**src/lhist_pkg.sv**
```systemverilog
`timescale 1ns / 1ps
// ----------------------------------------------------------------------------
// Log2 latency histogram package
// Shared constants, beat types and counter helpers for the histogram block.
// ----------------------------------------------------------------------------
package lhist_pkg;

  // Histogram geometry and counter width.
  localparam int NUM_BINS      = 48;
  localparam int NUM_METRICS   = 3;
  localparam int COUNTER_WIDTH = 32;

  // Fixed field widths of the beats.
  localparam int OUT_WIDTH   = 32;
  localparam int BUCKET_W    = 6;
  localparam int METRIC_W    = 2;
  localparam int DELTA_W     = 64;

  // Bin memory geometry.
  localparam int MEM_DEPTH = NUM_METRICS * NUM_BINS;
  localparam int ADDR_W    = (MEM_DEPTH > 1) ? $clog2(MEM_DEPTH) : 1;
  localparam int MIDX_W    = (NUM_METRICS > 1) ? $clog2(NUM_METRICS) : 1;

  // Highest bin index, at the width of the bucket field.
  localparam logic [BUCKET_W-1:0] LAST_BIN = BUCKET_W'(NUM_BINS - 1);

  // Request type codes.
  localparam logic REQ_RECORD = 1'b0;
  localparam logic REQ_READ   = 1'b1;

  typedef logic [COUNTER_WIDTH-1:0] cnt_t;
  typedef logic [ADDR_W-1:0]        addr_t;

  // Request beat.
  typedef struct packed {
    logic                       req_type;
    logic [METRIC_W-1:0]        metric;
    logic signed [DELTA_W-1:0]  delta_ns;
    logic [BUCKET_W-1:0]        read_bin;
  } req_t;

  // Response beat.
  typedef struct packed {
    logic                  accepted;
    logic [BUCKET_W-1:0]   bucket;
    logic [OUT_WIDTH-1:0]  bin_value;
    logic [OUT_WIDTH-1:0]  count_value;
  } rsp_t;

  // Bin memory read and write controls.
  typedef struct packed {
    logic  en;
    addr_t addr;
  } mem_rd_t;

  typedef struct packed {
    logic  en;
    addr_t addr;
    cnt_t  data;
  } mem_wr_t;

  // Saturating increment of a counter.
  function automatic cnt_t sat_inc(cnt_t v);
    return (v == '1) ? v : v + cnt_t'(1);
  endfunction

  // Report a counter on a 32-bit field, saturating wider values.
  function automatic logic [OUT_WIDTH-1:0] to_out(cnt_t v);
    logic [63:0] w;
    w = 64'(v);
    if (w > 64'h0000_0000_FFFF_FFFF) begin
      return '1;
    end
    return w[OUT_WIDTH-1:0];
  endfunction

endpackage

```
**src/lhist_mem.sv**
```systemverilog
`timescale 1ns / 1ps
// ----------------------------------------------------------------------------
// Bin counter memory
// One read and one write port with registered read data. A valid bit per
// entry, cleared by reset, makes unwritten entries read as zero.
// ----------------------------------------------------------------------------
module lhist_mem (
  input  logic               clk,
  input  logic               rst,
  input  lhist_pkg::mem_rd_t rd,
  input  lhist_pkg::mem_wr_t wr,
  output lhist_pkg::cnt_t    rd_data
);
  import lhist_pkg::*;

  cnt_t                 mem [MEM_DEPTH];
  logic [MEM_DEPTH-1:0] valid;
  cnt_t                 data_q;
  logic                 valid_q;

  // Storage array and registered read.
  always_ff @(posedge clk) begin
    if (wr.en) begin
      mem[wr.addr] <= wr.data;
    end
    if (rd.en) begin
      data_q <= mem[rd.addr];
    end
  end

  // Entry valid bits and the valid flag of the read beat.
  always_ff @(posedge clk) begin
    if (rst) begin
      valid   <= '0;
      valid_q <= 1'b0;
    end else begin
      if (wr.en) begin
        valid[wr.addr] <= 1'b1;
      end
      if (rd.en) begin
        valid_q <= valid[rd.addr];
      end
    end
  end

  assign rd_data = valid_q ? data_q : '0;

endmodule

```
**config.mk**
```make
export PLATFORM = sky130hd
export DESIGN_NAME = lhist_mem
export DESIGN_NICKNAME = d
export VERILOG_FILES = /design/src/lhist_pkg.sv /design/src/lhist_mem.sv
export SDC_FILE = /design/constraint.sdc
export NUM_CORES = 2
export LEC_CHECK = 0
export BUFFER_PORTS_ARGS = -buffer_cell sky130_fd_sc_hd__buf_2
export CORE_MARGIN = 10
export CORE_UTILIZATION = 55
export CTS_CLUSTER_DIAMETER = 60
export DETAILED_ROUTE_END_ITERATION = 10
export GPL_ROUTABILITY_DRIVEN = 0
export PLACE_DENSITY = 0.71
export SLEW_MARGIN = 20
export SYNTH_ARGS = -nofsm -noshare
export SYNTH_HDL_FRONTEND = slang
export SYNTH_MEMORY_MAX_BITS = 65536
export SYNTH_SLANG_ARGS = --single-unit
export TNS_END_PERCENT = 100
```
**constraint.sdc**
```tcl
create_clock -name clk -period 4.74 [get_ports clk]
set_clock_uncertainty 0.2 [all_clocks]
set_input_delay 0.711 -clock clk [delete_from_list [all_inputs] [get_ports clk]]
set_output_delay 0.711 -clock clk [all_outputs]
set_load 0.02 [all_outputs]
```
# After elaboration in Yosys (flattened, before gate mapping)
# Memories as Yosys holds them, arrays and structs flattened. A register that Yosys moved wholly into a read port is not among the register bits.
# Cells that the tools add are included.
# totals
ff_bits	145
mem_bits_rw	4608
inputBits	52
n_memories	1
# memory_table
name	words	word_bits	read_ports	rd_clocked_by_memory_dff	write_ports	line	rtl
mem	144	32	1	1	1	lhist_mem.sv:16	cnt_t mem [MEM_DEPTH];
# classes
order_cmp	3
n_mux	7
bitwise_logic	1
reduce_logical	1
# ops
operator	count
$or 144x144->144	1
$mux 32	1
$lt 8x9->1 const B	2
$bmux 1 s8	1
$demux 1 s8	1
$ge 8x1->1 const B	1
$mux 1	4
$logic_and 1x1->1	1

# Logic depth before layout (Yosys ltp)
# logic_depth
word_depth	5
ltp_mapped	13
ltp_nobuf	6

# Worst setup path before layout
# Ideal clock, no wire load.
# synth_path
path_type	input port to flip-flop
startpoint	input port wr[33] in the netlist's numbering
endpoint	memory mem[110][0] in the netlist's numbering, enable pin
setup_time_ns	0.423
t_arrival_ns	3.022
t_required_ns	4.117
path_slack_ns	1.095
cell_stages	5
n_path_buf	2
path_cell_list	clkbuf_1 > nor2b_1 > clkbuf_1 > nand4_1 > nor2_1
# synth_rtl
element	line	rtl
from (decl)	lhist_mem.sv:11	input lhist_pkg::mem_wr_t wr,
to (decl)	lhist_mem.sv:16	
# Straight into the memory's write port.

==> flow_summary.json <==
{
  "outcome": "complete, no violations",
  "hold_path.class": "in2reg",
  "seq_area_frac_synth_pct": 78.1,
  "antenna_found_initial": 52,
  "coreArea_mm2": 0.330,
  "cts_tree": "built",
  "final_common_cell": "edfxtp_1",
  "r2r_slack_ns": 1.10,
  "setup_viol": 0,
  "hpwlAfterDp_um": 285000,
  "min_from": "wr[6]",
  "grt_max_degree": 109,
  "met3_usage_pct": 6.12,
  "ir_worst_vdd_uv": 365,
  "dp_slack_ns": -0.121,
  "rows": 211,
  "overflow": 0,
  "initial_core_util_pct": 55.2,
  "clock-sinks": 4785,
  "wl_per_cell_um": 37.3,
  "final_net_count": 8523,
  "crit_top_cell": "buf_12",
  "use_met2_pct": 43.6,
  "synth_edf_count": 4640,
  "grt_pass1_vias": 90100,
  "final.setup.worst_slack_ns": 0.787,
  "critPathLaunchType": "input port",
  "die_h_um": 596,
  "critPathKind": "in2reg",
  "htree_levels": 5,
  "numCtsBuffers": 458,
  "leakage_nw": 65.6,
  "cap_viol_max_count": 0,
  "async_flop_share_pct": 0,
  "port_buffers": 83,
  "ys_ff_latch": 4785,
  "reg2reg_from": "mem[123][24]",
  "route.vias.total": 89200,
  "slew_headroom_pct": 18.6,
  "r2r_end": "data_q[24]",
  "clock-root-buffer": "clkbuf_16",
  "clockBufferDepth": 4,
  "min_period_ns": 3.95,
  "hold_end": "mem[97][6]",
  "drt_iter0_drc": 13700,
  "synth_flop_cell": "edfxtp_1",
  "drive_gt1_share_pct": 32.5,
  "avgSynthCellArea_um2": 23.3,
  "clkLatencyLatePin_ns": 1.01,
  "grt_first_pass_wirelength_um": 697000,
  "max_freq_ghz": 0.253,
  "rsz0062_at_grt": "no",
  "track_usage_pct": 27.6,
  "drc_errors": 0,
  "viasPerCell": 6.72,
  "p_per_area_mw_per_mm2": 424,
  "yosys.cell_types.count": 42,
  "drt_first_pass_iters": 6,
  "die_area_mm2": 0.355,
  "holdPathStages": 1,
  "cts.clk_slew.worst_paths_ns": 0.06,
  "critPathArrivalTime_ns": 4.49,
  "min_period_over_period_pct": 83.4,
  "worst_pin_slew_ns": 1.22,
  "cp-end-kind": "flip-flop",
  "yosys_warnings": 0,
  "utilization_pct": 63.1,
  "ant_nets": 0,
  "crit_path_max_fanout": 36,
  "post_cts_resized": 0,
  "slowest_delay_ns": 0.91,
  "crit_buf_inv": 5,
  "grt.met1_usage_pct": 37.4,
  "pin_count": 84,
  "syn_inst": 7806,
  "synthesis.area_mm2": 0.182,
  "cts_hold_buf": 4,
  "postCtsSetupRepairBufs": 0,
  "area_delta_synth_final_pct": 14.2,
  "r2r_cells": 8,
  "busiest_layer": "met2",
  "final_cell_mix": "edfxtp_1, mux4_2, buf_4",
  "syn_nets": 7858,
  "cp_top_family": "buffers and inverters",
  "hold_viol_final": 0,
  "die_x_um": 596,
  "slowest_stage": "nor4_1",
  "cp_cell_sequence": "buf_12 > buf_12 > buf_12 > buf_4 > mux4_2 > mux2i_1 > o22ai_1 > nor4_1 > buf_4 > nor3_1",
  "required_ns": 5.28,
  "final_max_slew_viol_count": 0,
  "routed_wirelength_um": 495000
}
-- layer usage --
metal | share of wire [%] | vias up
met5 | 0.024 | -
met4 | 5.5 | 16
met3 | 12 | 1004
met2 | 48 | 6072
met1 | 35 | 47400
li1 | - | 34600
-- cell type report --
class	count	area [µm²]
clock buffers	564	12100
clock inverters	284	3210
fillers	21200	122000
well taps	4366	5460
multi-input cells	2585	39100
diodes	48	120
repair buffers	637	5790
inverters	4	30.0
flip-flops and latches	4785	142000
-- worst max path at each step --
| stage | startpoint | to | slack (ns) | cells after the start |
|---|---|---|---|---|
| after floorplan | wr[33] | mem[110][0] | 1.09 | 5 |
| after global placement | rd[1] | data_q[8] | -0.16 | 10 |
| after detailed placement | rd[0] | data_q[3] | -0.12 | 11 |
| after CTS | rd[0] | data_q[3] | 0.92 | 11 |
| after global routing | rd[0] | data_q[24] | 0.78 | 10 |
| final | rd[0] | data_q[24] | 0.79 | 10 |
-- cells by family after synthesis --
logic type | share of synthesized area [%]
AO/OA/AOI/OAI | 1.14
buffers and inverters | 1.11
flip-flops | 78.1
multiplexers | 18.1
AND/OR/NAND/NOR | 1.58
-- synthesized netlist by cell type, drive strengths merged, types with 2 or more instances --
library cell	number	area (µm²)
a211oi	50	375
nand3b	2	15.0
buf	218	1200
a221oi	2	17.5
nand3	23	115
a22oi	6	45.0
o311ai	2	17.5
mux2i	236	2360
and2	33	206
o21ba	22	220
o22ai	96	601
nor2b	42	263
edfxtp	4640	139000
a21oi	17	85.1
o21ai	32	160
o211ai	17	128
nand4	10	62.6
nor3	16	80.1
nand2b	3	18.8
mux4	1344	30300
mux2	33	372
nor2	449	1690
a2111oi	16	140
or3	4	25.0
nor4	17	106
clkbuf	214	803
inv	4	15.0
or2	2	12.5
nand2	73	274
a31oi	16	100
a211o	16	140
dfxtp	145	2900
-- worst register-to-register path, stage by stage, from the launching register on --
cell and delay, ns:
edfxtp_1 0.37, mux4_2 0.50, mux4_2 0.48, nor2_1 0.30, a211oi_1 0.11, buf_4 0.18, nor4_1 0.89, buf_4 0.29
nor3_1 0.06
-- metrics by stage --
stage | hold WS, ns | total power, mW | area [µm²] | std cells | setup TNS, ns
after global routing | 0.0556 | 90.2 | 208000 | 13300 | 0
after detailed placement | 0.258 | 51.8 | 193000 | 12400 | -0.304
after floorplan | 0.235 | 49.6 | 182000 | 7806 | 0
after CTS | 0.0170 | 88.4 | 208000 | 13200 | 0
after global placement | 0.243 | 51.7 | 193000 | 12400 | -0.574
final | 0.0513 | 88.2 | 208000 | 13300 | 0
-- sequential cells by signal, summed over array words and instances, names as in the netlist --
register and flops:
mem 4608, valid_q 1, data_q 32, valid 144
-- power by group --
group / internal (mW) / switching (mW) / total (mW)
Clock: 21.5 / 15.8 / 37.2
Sequential: 46.5 / 0.103 / 46.6
Combinational: 1.63 / 2.70 / 4.32
Total: 69.6 / 18.6 / 88.2
No activity file was read; power rests on OpenSTA's default activity.
