===== src/lhist_pkg.sv =====
`timescale 1ns / 1ps
// ----------------------------------------------------------------------------
// Log2 latency histogram package
// Shared constants, beat types and counter helpers for the histogram block.
// ----------------------------------------------------------------------------
package lhist_pkg;

  // Histogram geometry and counter width.
  localparam int NUM_BINS      = 48;
  localparam int NUM_METRICS   = 3;
  localparam int COUNTER_WIDTH = 32;

  // Fixed field widths of the beats.
  localparam int OUT_WIDTH   = 32;
  localparam int BUCKET_W    = 6;
  localparam int METRIC_W    = 2;
  localparam int DELTA_W     = 64;

  // Bin memory geometry.
  localparam int MEM_DEPTH = NUM_METRICS * NUM_BINS;
  localparam int ADDR_W    = (MEM_DEPTH > 1) ? $clog2(MEM_DEPTH) : 1;
  localparam int MIDX_W    = (NUM_METRICS > 1) ? $clog2(NUM_METRICS) : 1;

  // Highest bin index, at the width of the bucket field.
  localparam logic [BUCKET_W-1:0] LAST_BIN = BUCKET_W'(NUM_BINS - 1);

  // Request type codes.
  localparam logic REQ_RECORD = 1'b0;
  localparam logic REQ_READ   = 1'b1;

  typedef logic [COUNTER_WIDTH-1:0] cnt_t;
  typedef logic [ADDR_W-1:0]        addr_t;

  // Request beat.
  typedef struct packed {
    logic                       req_type;
    logic [METRIC_W-1:0]        metric;
    logic signed [DELTA_W-1:0]  delta_ns;
    logic [BUCKET_W-1:0]        read_bin;
  } req_t;

  // Response beat.
  typedef struct packed {
    logic                  accepted;
    logic [BUCKET_W-1:0]   bucket;
    logic [OUT_WIDTH-1:0]  bin_value;
    logic [OUT_WIDTH-1:0]  count_value;
  } rsp_t;

  // Bin memory read and write controls.
  typedef struct packed {
    logic  en;
    addr_t addr;
  } mem_rd_t;

  typedef struct packed {
    logic  en;
    addr_t addr;
    cnt_t  data;
  } mem_wr_t;

  // Saturating increment of a counter.
  function automatic cnt_t sat_inc(cnt_t v);
    return (v == '1) ? v : v + cnt_t'(1);
  endfunction

  // Report a counter on a 32-bit field, saturating wider values.
  function automatic logic [OUT_WIDTH-1:0] to_out(cnt_t v);
    logic [63:0] w;
    w = 64'(v);
    if (w > 64'h0000_0000_FFFF_FFFF) begin
      return '1;
    end
    return w[OUT_WIDTH-1:0];
  endfunction

endpackage


===== src/lhist_bucket.sv =====
`timescale 1ns / 1ps
// ----------------------------------------------------------------------------
// Log2 bucket unit
// Splits the 64-bit delta into eight byte groups, registers a leading-one
// position per group, then combines the groups into a clamped bin index.
// ----------------------------------------------------------------------------
module lhist_bucket (
  input  logic                             clk,
  input  logic                             load,
  input  logic [lhist_pkg::DELTA_W-1:0]    delta,
  output logic [lhist_pkg::BUCKET_W-1:0]   bucket
);
  import lhist_pkg::*;

  localparam int GROUPS  = 8;
  localparam int GROUP_W = DELTA_W / GROUPS;

  logic [GROUPS-1:0] any;
  logic [2:0]        pos [GROUPS];
  logic [GROUPS-1:0] any_next;
  logic [2:0]        pos_next [GROUPS];

  // Leading-one position inside each byte; the groups are independent.
  always_comb begin
    for (int g = 0; g < GROUPS; g++) begin
      any_next[g] = 1'b0;
      pos_next[g] = '0;
      for (int i = 0; i < GROUP_W; i++) begin
        if (delta[g*GROUP_W + i]) begin
          any_next[g] = 1'b1;
          pos_next[g] = 3'(i);
        end
      end
    end
  end

  // First stage registers, loaded when a request beat is taken.
  always_ff @(posedge clk) begin
    if (load) begin
      any <= any_next;
      for (int g = 0; g < GROUPS; g++) begin
        pos[g] <= pos_next[g];
      end
    end
  end

  // Highest non-empty group gives the top bits; zero and one land in bin 0.
  logic [BUCKET_W-1:0] raw;
  always_comb begin
    raw = '0;
    for (int g = 0; g < GROUPS; g++) begin
      if (any[g]) begin
        raw = {3'(g), pos[g]};
      end
    end
    bucket = (raw > LAST_BIN) ? LAST_BIN : raw;
  end

endmodule


===== config.mk =====
export PLATFORM = sky130hd
export DESIGN_NAME = lhist_bucket
export DESIGN_NICKNAME = d
export VERILOG_FILES = /design/src/lhist_pkg.sv /design/src/lhist_bucket.sv
export SDC_FILE = /design/constraint.sdc
export NUM_CORES = 1
export LEC_CHECK = 0
export BUFFER_PORTS_ARGS = -buffer_cell sky130_fd_sc_hd__buf_2
export CAP_MARGIN = 20
export CORE_MARGIN = 2
export CORE_UTILIZATION = 35
export CTS_CLUSTER_DIAMETER = 40
export DETAILED_ROUTE_END_ITERATION = 8
export GPL_TIMING_DRIVEN = 0
export PLACE_DENSITY = 0.68
export SYNTH_ARGS = -nofsm -noshare
export SYNTH_HDL_FRONTEND = slang
export SYNTH_SLANG_ARGS = --single-unit

===== constraint.sdc =====
create_clock -name clk -period 1.2 [get_ports clk]
set_input_delay 0.12 -clock clk [delete_from_list [all_inputs] [get_ports clk]]
set_output_delay 0.12 -clock clk [all_outputs]
set_load 0.05 [all_outputs]

=== Word-level counts from Yosys, hierarchy flattened ===
Memory sizes are Yosys's and may differ from the RTL's.
Index checks and enable logic that the tools add are counted.

* Flip-flop bits (word level): 8
* Memory bits (writable): 24
* Input bits: 66
* Output and inout port bits: 6
* Word-level logic and storage cells: 93
* Memories kept: 1

* $lt $le $gt $ge: 1
* Multiplexer cells: 75
* Reduce and logical (&&, ||, !) cells: 8

{| class="wikitable"
|+ Memories
! memory !! depth !! width !! rd ports !! clocked after Yosys merged registers in !! write ports !! line !! RTL
|-
| pos || 8 || 3 || 8 || 0 || 8 || lhist_bucket.sv:19 || <nowiki>logic [2:0] pos [GROUPS];</nowiki>
|}

{| class="wikitable"
|+ Operators by type and width
! operator !! count
|-
| $mux W3 || 49
|-
| $reduce_or A7 Y1 || 8
|-
| $mux W6 || 8
|-
| $mux W1 || 18
|-
| $gt A6 B6 Y1 const B || 1
|}

=== Depth between registers and ports, before layout ===
An unclocked memory read counts as a cell.

* Word-level depth: 11
* Depth in mapped cells: 5

=== Worst setup path before layout ===
OpenSTA, ideal clock, no wires.

* Path type: register -> output
* Start point: register any[6]
* End point: output port bucket[4] (netlist name)
* Arrival time: 1.953 ns
* Setup slack: -0.873 ns
* Cell stages (with the launch flop): 4
* Buffers on the path: 0
* Cell sequence: edfxtp_1 > or2_2 > or3_1 > nor2_1

* Cells in the longest elaborated chain, start to end: 4

{| class="wikitable"
|+ RTL lines
! what !! line !! RTL
|-
| start, declared || lhist_bucket.sv:18 || <nowiki>logic [GROUPS-1:0] any;</nowiki>
|-
| start signal, assigned || lhist_bucket.sv:40 || <nowiki>any <= any_next;</nowiki>
|-
| $mux W6 (*) (2 in a row) || lhist_bucket.sv:52 || <nowiki>if (any[g]) begin</nowiki>
|-
| $gt A6 B6 Y1 || lhist_bucket.sv:56 || <nowiki>bucket = (raw > LAST_BIN) ? LAST_BIN : raw;</nowiki>
|-
| $mux W6 (*) || lhist_bucket.sv:56 ||
|-
| end, declared || lhist_bucket.sv:11 || <nowiki>output logic [lhist_pkg::BUCKET_W-1:0] bucket</nowiki>
|}

Every way passes the cells marked *; elsewhere a longest branch is shown, timed or not.

=== Final worst setup path ===
* Start point: register any[2]
* End point: output port bucket[0] (netlist name)

* Cells in the longest elaborated chain, start to end: 8

{| class="wikitable"
|+ RTL lines
! what !! line
|-
| $mux W6 (*) (6 in a row) || lhist_bucket.sv:52
|-
| $gt A6 B6 Y1 || lhist_bucket.sv:56
|-
| $mux W6 (*) || lhist_bucket.sv:56
|}

Marked as above.

==> impl_metrics.json <==
{
  "critical_path_arrival_ns": 1.72,
  "violations": "negative setup slack",
  "ir_worst_vdd_v": 0.000471,
  "synth_common_cells": "42 x nor2_1, 26 x edfxtp_1, 10 x a21oi_1, 9 x inv_1, 8 x nand4_1",
  "drt_iter0_markers": 56,
  "hp-class": "in -> reg",
  "diodes": 0,
  "start_util_pct": 36.9,
  "hold_slack_ns": 0.122,
  "synth_edf_count": 26,
  "syn_nets": 204,
  "ios": 72,
  "final_area_mm2": 0.00197,
  "p_leak_nw": 0.849,
  "synth.distinct_cells": 21,
  "die_w_um": 66.4,
  "synth-seq-cells": 26,
  "drive_gt1_share_pct": 41.9,
  "dp_hpwl_mm": 2.27,
  "synth.most_common_cell": "nor2_1",
  "syn_inst": 138,
  "synth_warnings": 0,
  "avgSynthCellArea_um2": 9.87,
  "wire_per_inst_um": 10.5,
  "cts_buffers": 3,
  "finalSetupViolCount": 6,
  "track_usage_pct": 13.2,
  "root_buffer": "clkbuf_8",
  "hold_buffers": 0,
  "p_per_area_mw_per_mm2": 986,
  "synth_area_leaders": "edfxtp_1 57%, nor2_1 12%, a21oi_1 3.7%, nand4_1 3.7%, o21bai_1 3.3%",
  "cap_violations": 0,
  "crit_family": "compound AO/OA/AOI/OAI gates",
  "place_area_mm2": 0.00182,
  "cts_tree": "built",
  "dr.pass1.iters": 4,
  "fin_ws_ns": -0.643,
  "crit_fanout": 5,
  "worst_pin_slew_ns": 0.561,
  "critical_path_buf_inv_count": 1,
  "grt_setup_unrepaired": "true",
  "final.min_clock_period_ns": 1.84,
  "grt_pass1_wl_mm": 4.44,
  "wl_mm": 2.78,
  "max_stage_delay_ns": 0.48,
  "seq_area_um2": 781,
  "synth_area_mm2": 0.00136,
  "ys_seq_area_share_pct": 57.3,
  "status": "finished, violations left",
  "first_global_vias": 1175,
  "synth.top_cell.area_share_pct": 57.3,
  "die_area_mm2": 0.00441,
  "vias": 1272,
  "synth_top_cell_by_area": "edfxtp_1",
  "crit_required_ns": 1.08,
  "finalSetupTns_ns": -3.18,
  "fillCellCount": 363,
  "synth-main-ff-cell": "edfxtp_1",
  "critPathLaunchType": "flop",
  "cts_sinks": 26,
  "syn_to_final_growth_pct": 44.4,
  "final_nets": 284,
  "cp-end-kind": "output port",
  "routabilityCongestion": 0.713,
  "timing.final.max_slew_violations": 0,
  "die_y_um": 66.4,
  "viasPerCell": 4.80,
  "critical_path_class": "reg -> out",
  "crit_chain": "nor4b_4, a221oi_2, o21ai_1, a221o_2, buf_6",
  "htreeDepth": 1,
  "period_share_pct": 154,
  "drc": 0,
  "multiInputGateArea_um2": 602,
  "coreArea_mm2": 0.00369,
  "timing.fmax_mhz": 543,
  "hold_violations": 0,
  "ant_nets": 0,
  "clk_pin_slew_ns": 0.08,
  "rows": 22,
  "slowest_stage": "edfxtp_1",
  "antenna_found_initial": 0,
  "synth-async-reset-ratio_pct": 0,
  "grt_max_degree": 27,
  "overflow": 0,
  "clockBufferDepth": 2,
  "relSlewSlack_pct": 62.6,
  "port_buffers": 71
}
[cells by family (layout without fill, tap and decap cells)]
| group | count (synthesis) | in the layout | share of synthesized area (%) |
|---|---|---|---|
| AND/OR/NAND/NOR | 67 | 67 | 22.8 |
| AO/OA/AOI/OAI | 34 | 34 | 16.8 |
| flip-flops | 26 | 26 | 57.3 |
| buffers and inverters | 11 | 90 | 3.12 |
[layout by cell type, fill, tap and decap left out, drive strengths merged]
cell,n
inv,9
buf,76
nand2,6
or2,1
a221oi,3
nor2,42
a221o,3
o31ai,5
clkinv,1
a21oi,10
a22oi,2
edfxtp,26
and3b,1
clkbuf,4
nor4b,1
nor2b,1
or3,1
nand2b,6
o21bai,6
o21ai,5
nand4,8
[worst min-delay path, delay by kind of cell]
family | cells | cell delay [ns]
buffers and inverters | 1 | 0.08
AND/OR/NAND/NOR | 2 | 0.08
[power breakdown]
group          switching, W  leakage, nW  internal (W)  total [W]
logic              0.000185        0.566      0.000178   0.000363
clock network      0.000253       0.0231      0.000229   0.000482
registers         0.0000297        0.260       0.00107    0.00110
total              0.000467        0.849       0.00147    0.00194
[area by class of cell]
| class | count | share of cell area, % |
|---|---|---|
| timing repair buffer | 75 | 21.9 |
| clock buffer | 3 | 2.10 |
| buffer | 2 | 0.763 |
| sequential | 26 | 39.7 |
| multi-input combinational | 101 | 30.6 |
| inverter | 9 | 1.72 |
| tap | 48 | 3.05 |
| clock inverter | 1 | 0.191 |
[final timing paths]
kind                   from         to  slack [ns]  cells after the start
setup / recovery     any[2]  bucket[0]       -0.64                      5
hold / removal    delta[60]     any[7]        0.12                      3
[metrics by stage]
| step | setup WS, ns | utilization [%] | total power, W | cells |
|---|---|---|---|---|
| 6_report | -0.643 | 53.4 | 0.00194 | 265 |
| 4_1_cts | -0.620 | 53.0 | 0.00195 | 264 |
| 3_5_place_dp | -0.454 | 49.4 | 0.00145 | 257 |
| 2_1_floorplan | -0.308 | - | 0.00127 | 138 |
| 5_1_grt | -0.696 | 53.4 | 0.00203 | 265 |
| 3_3_place_gp | -0.450 | 49.4 | 0.00144 | 257 |
[metal layers]
metal,up-vias,global-route usage [%],wire length [um]
li1,662,-,-
met1,557,16.2,1210
met2,51,22.4,1360
met3,2,2.73,187
met4,0,5.61,19
met5,-,0,0
[sequential cells by signal, summed over array words and instances, names as in the netlist]
signal and count:
pos 18, any 8
[what timing repair did]
action | in CTS | in global routing
endpoints found under the setup margin | 6 | 6
pin swaps | 1 | 0
setup buffers | 3 | 1
gates resized for setup | 16 | 2
Power figures use the tool's default switching activity.
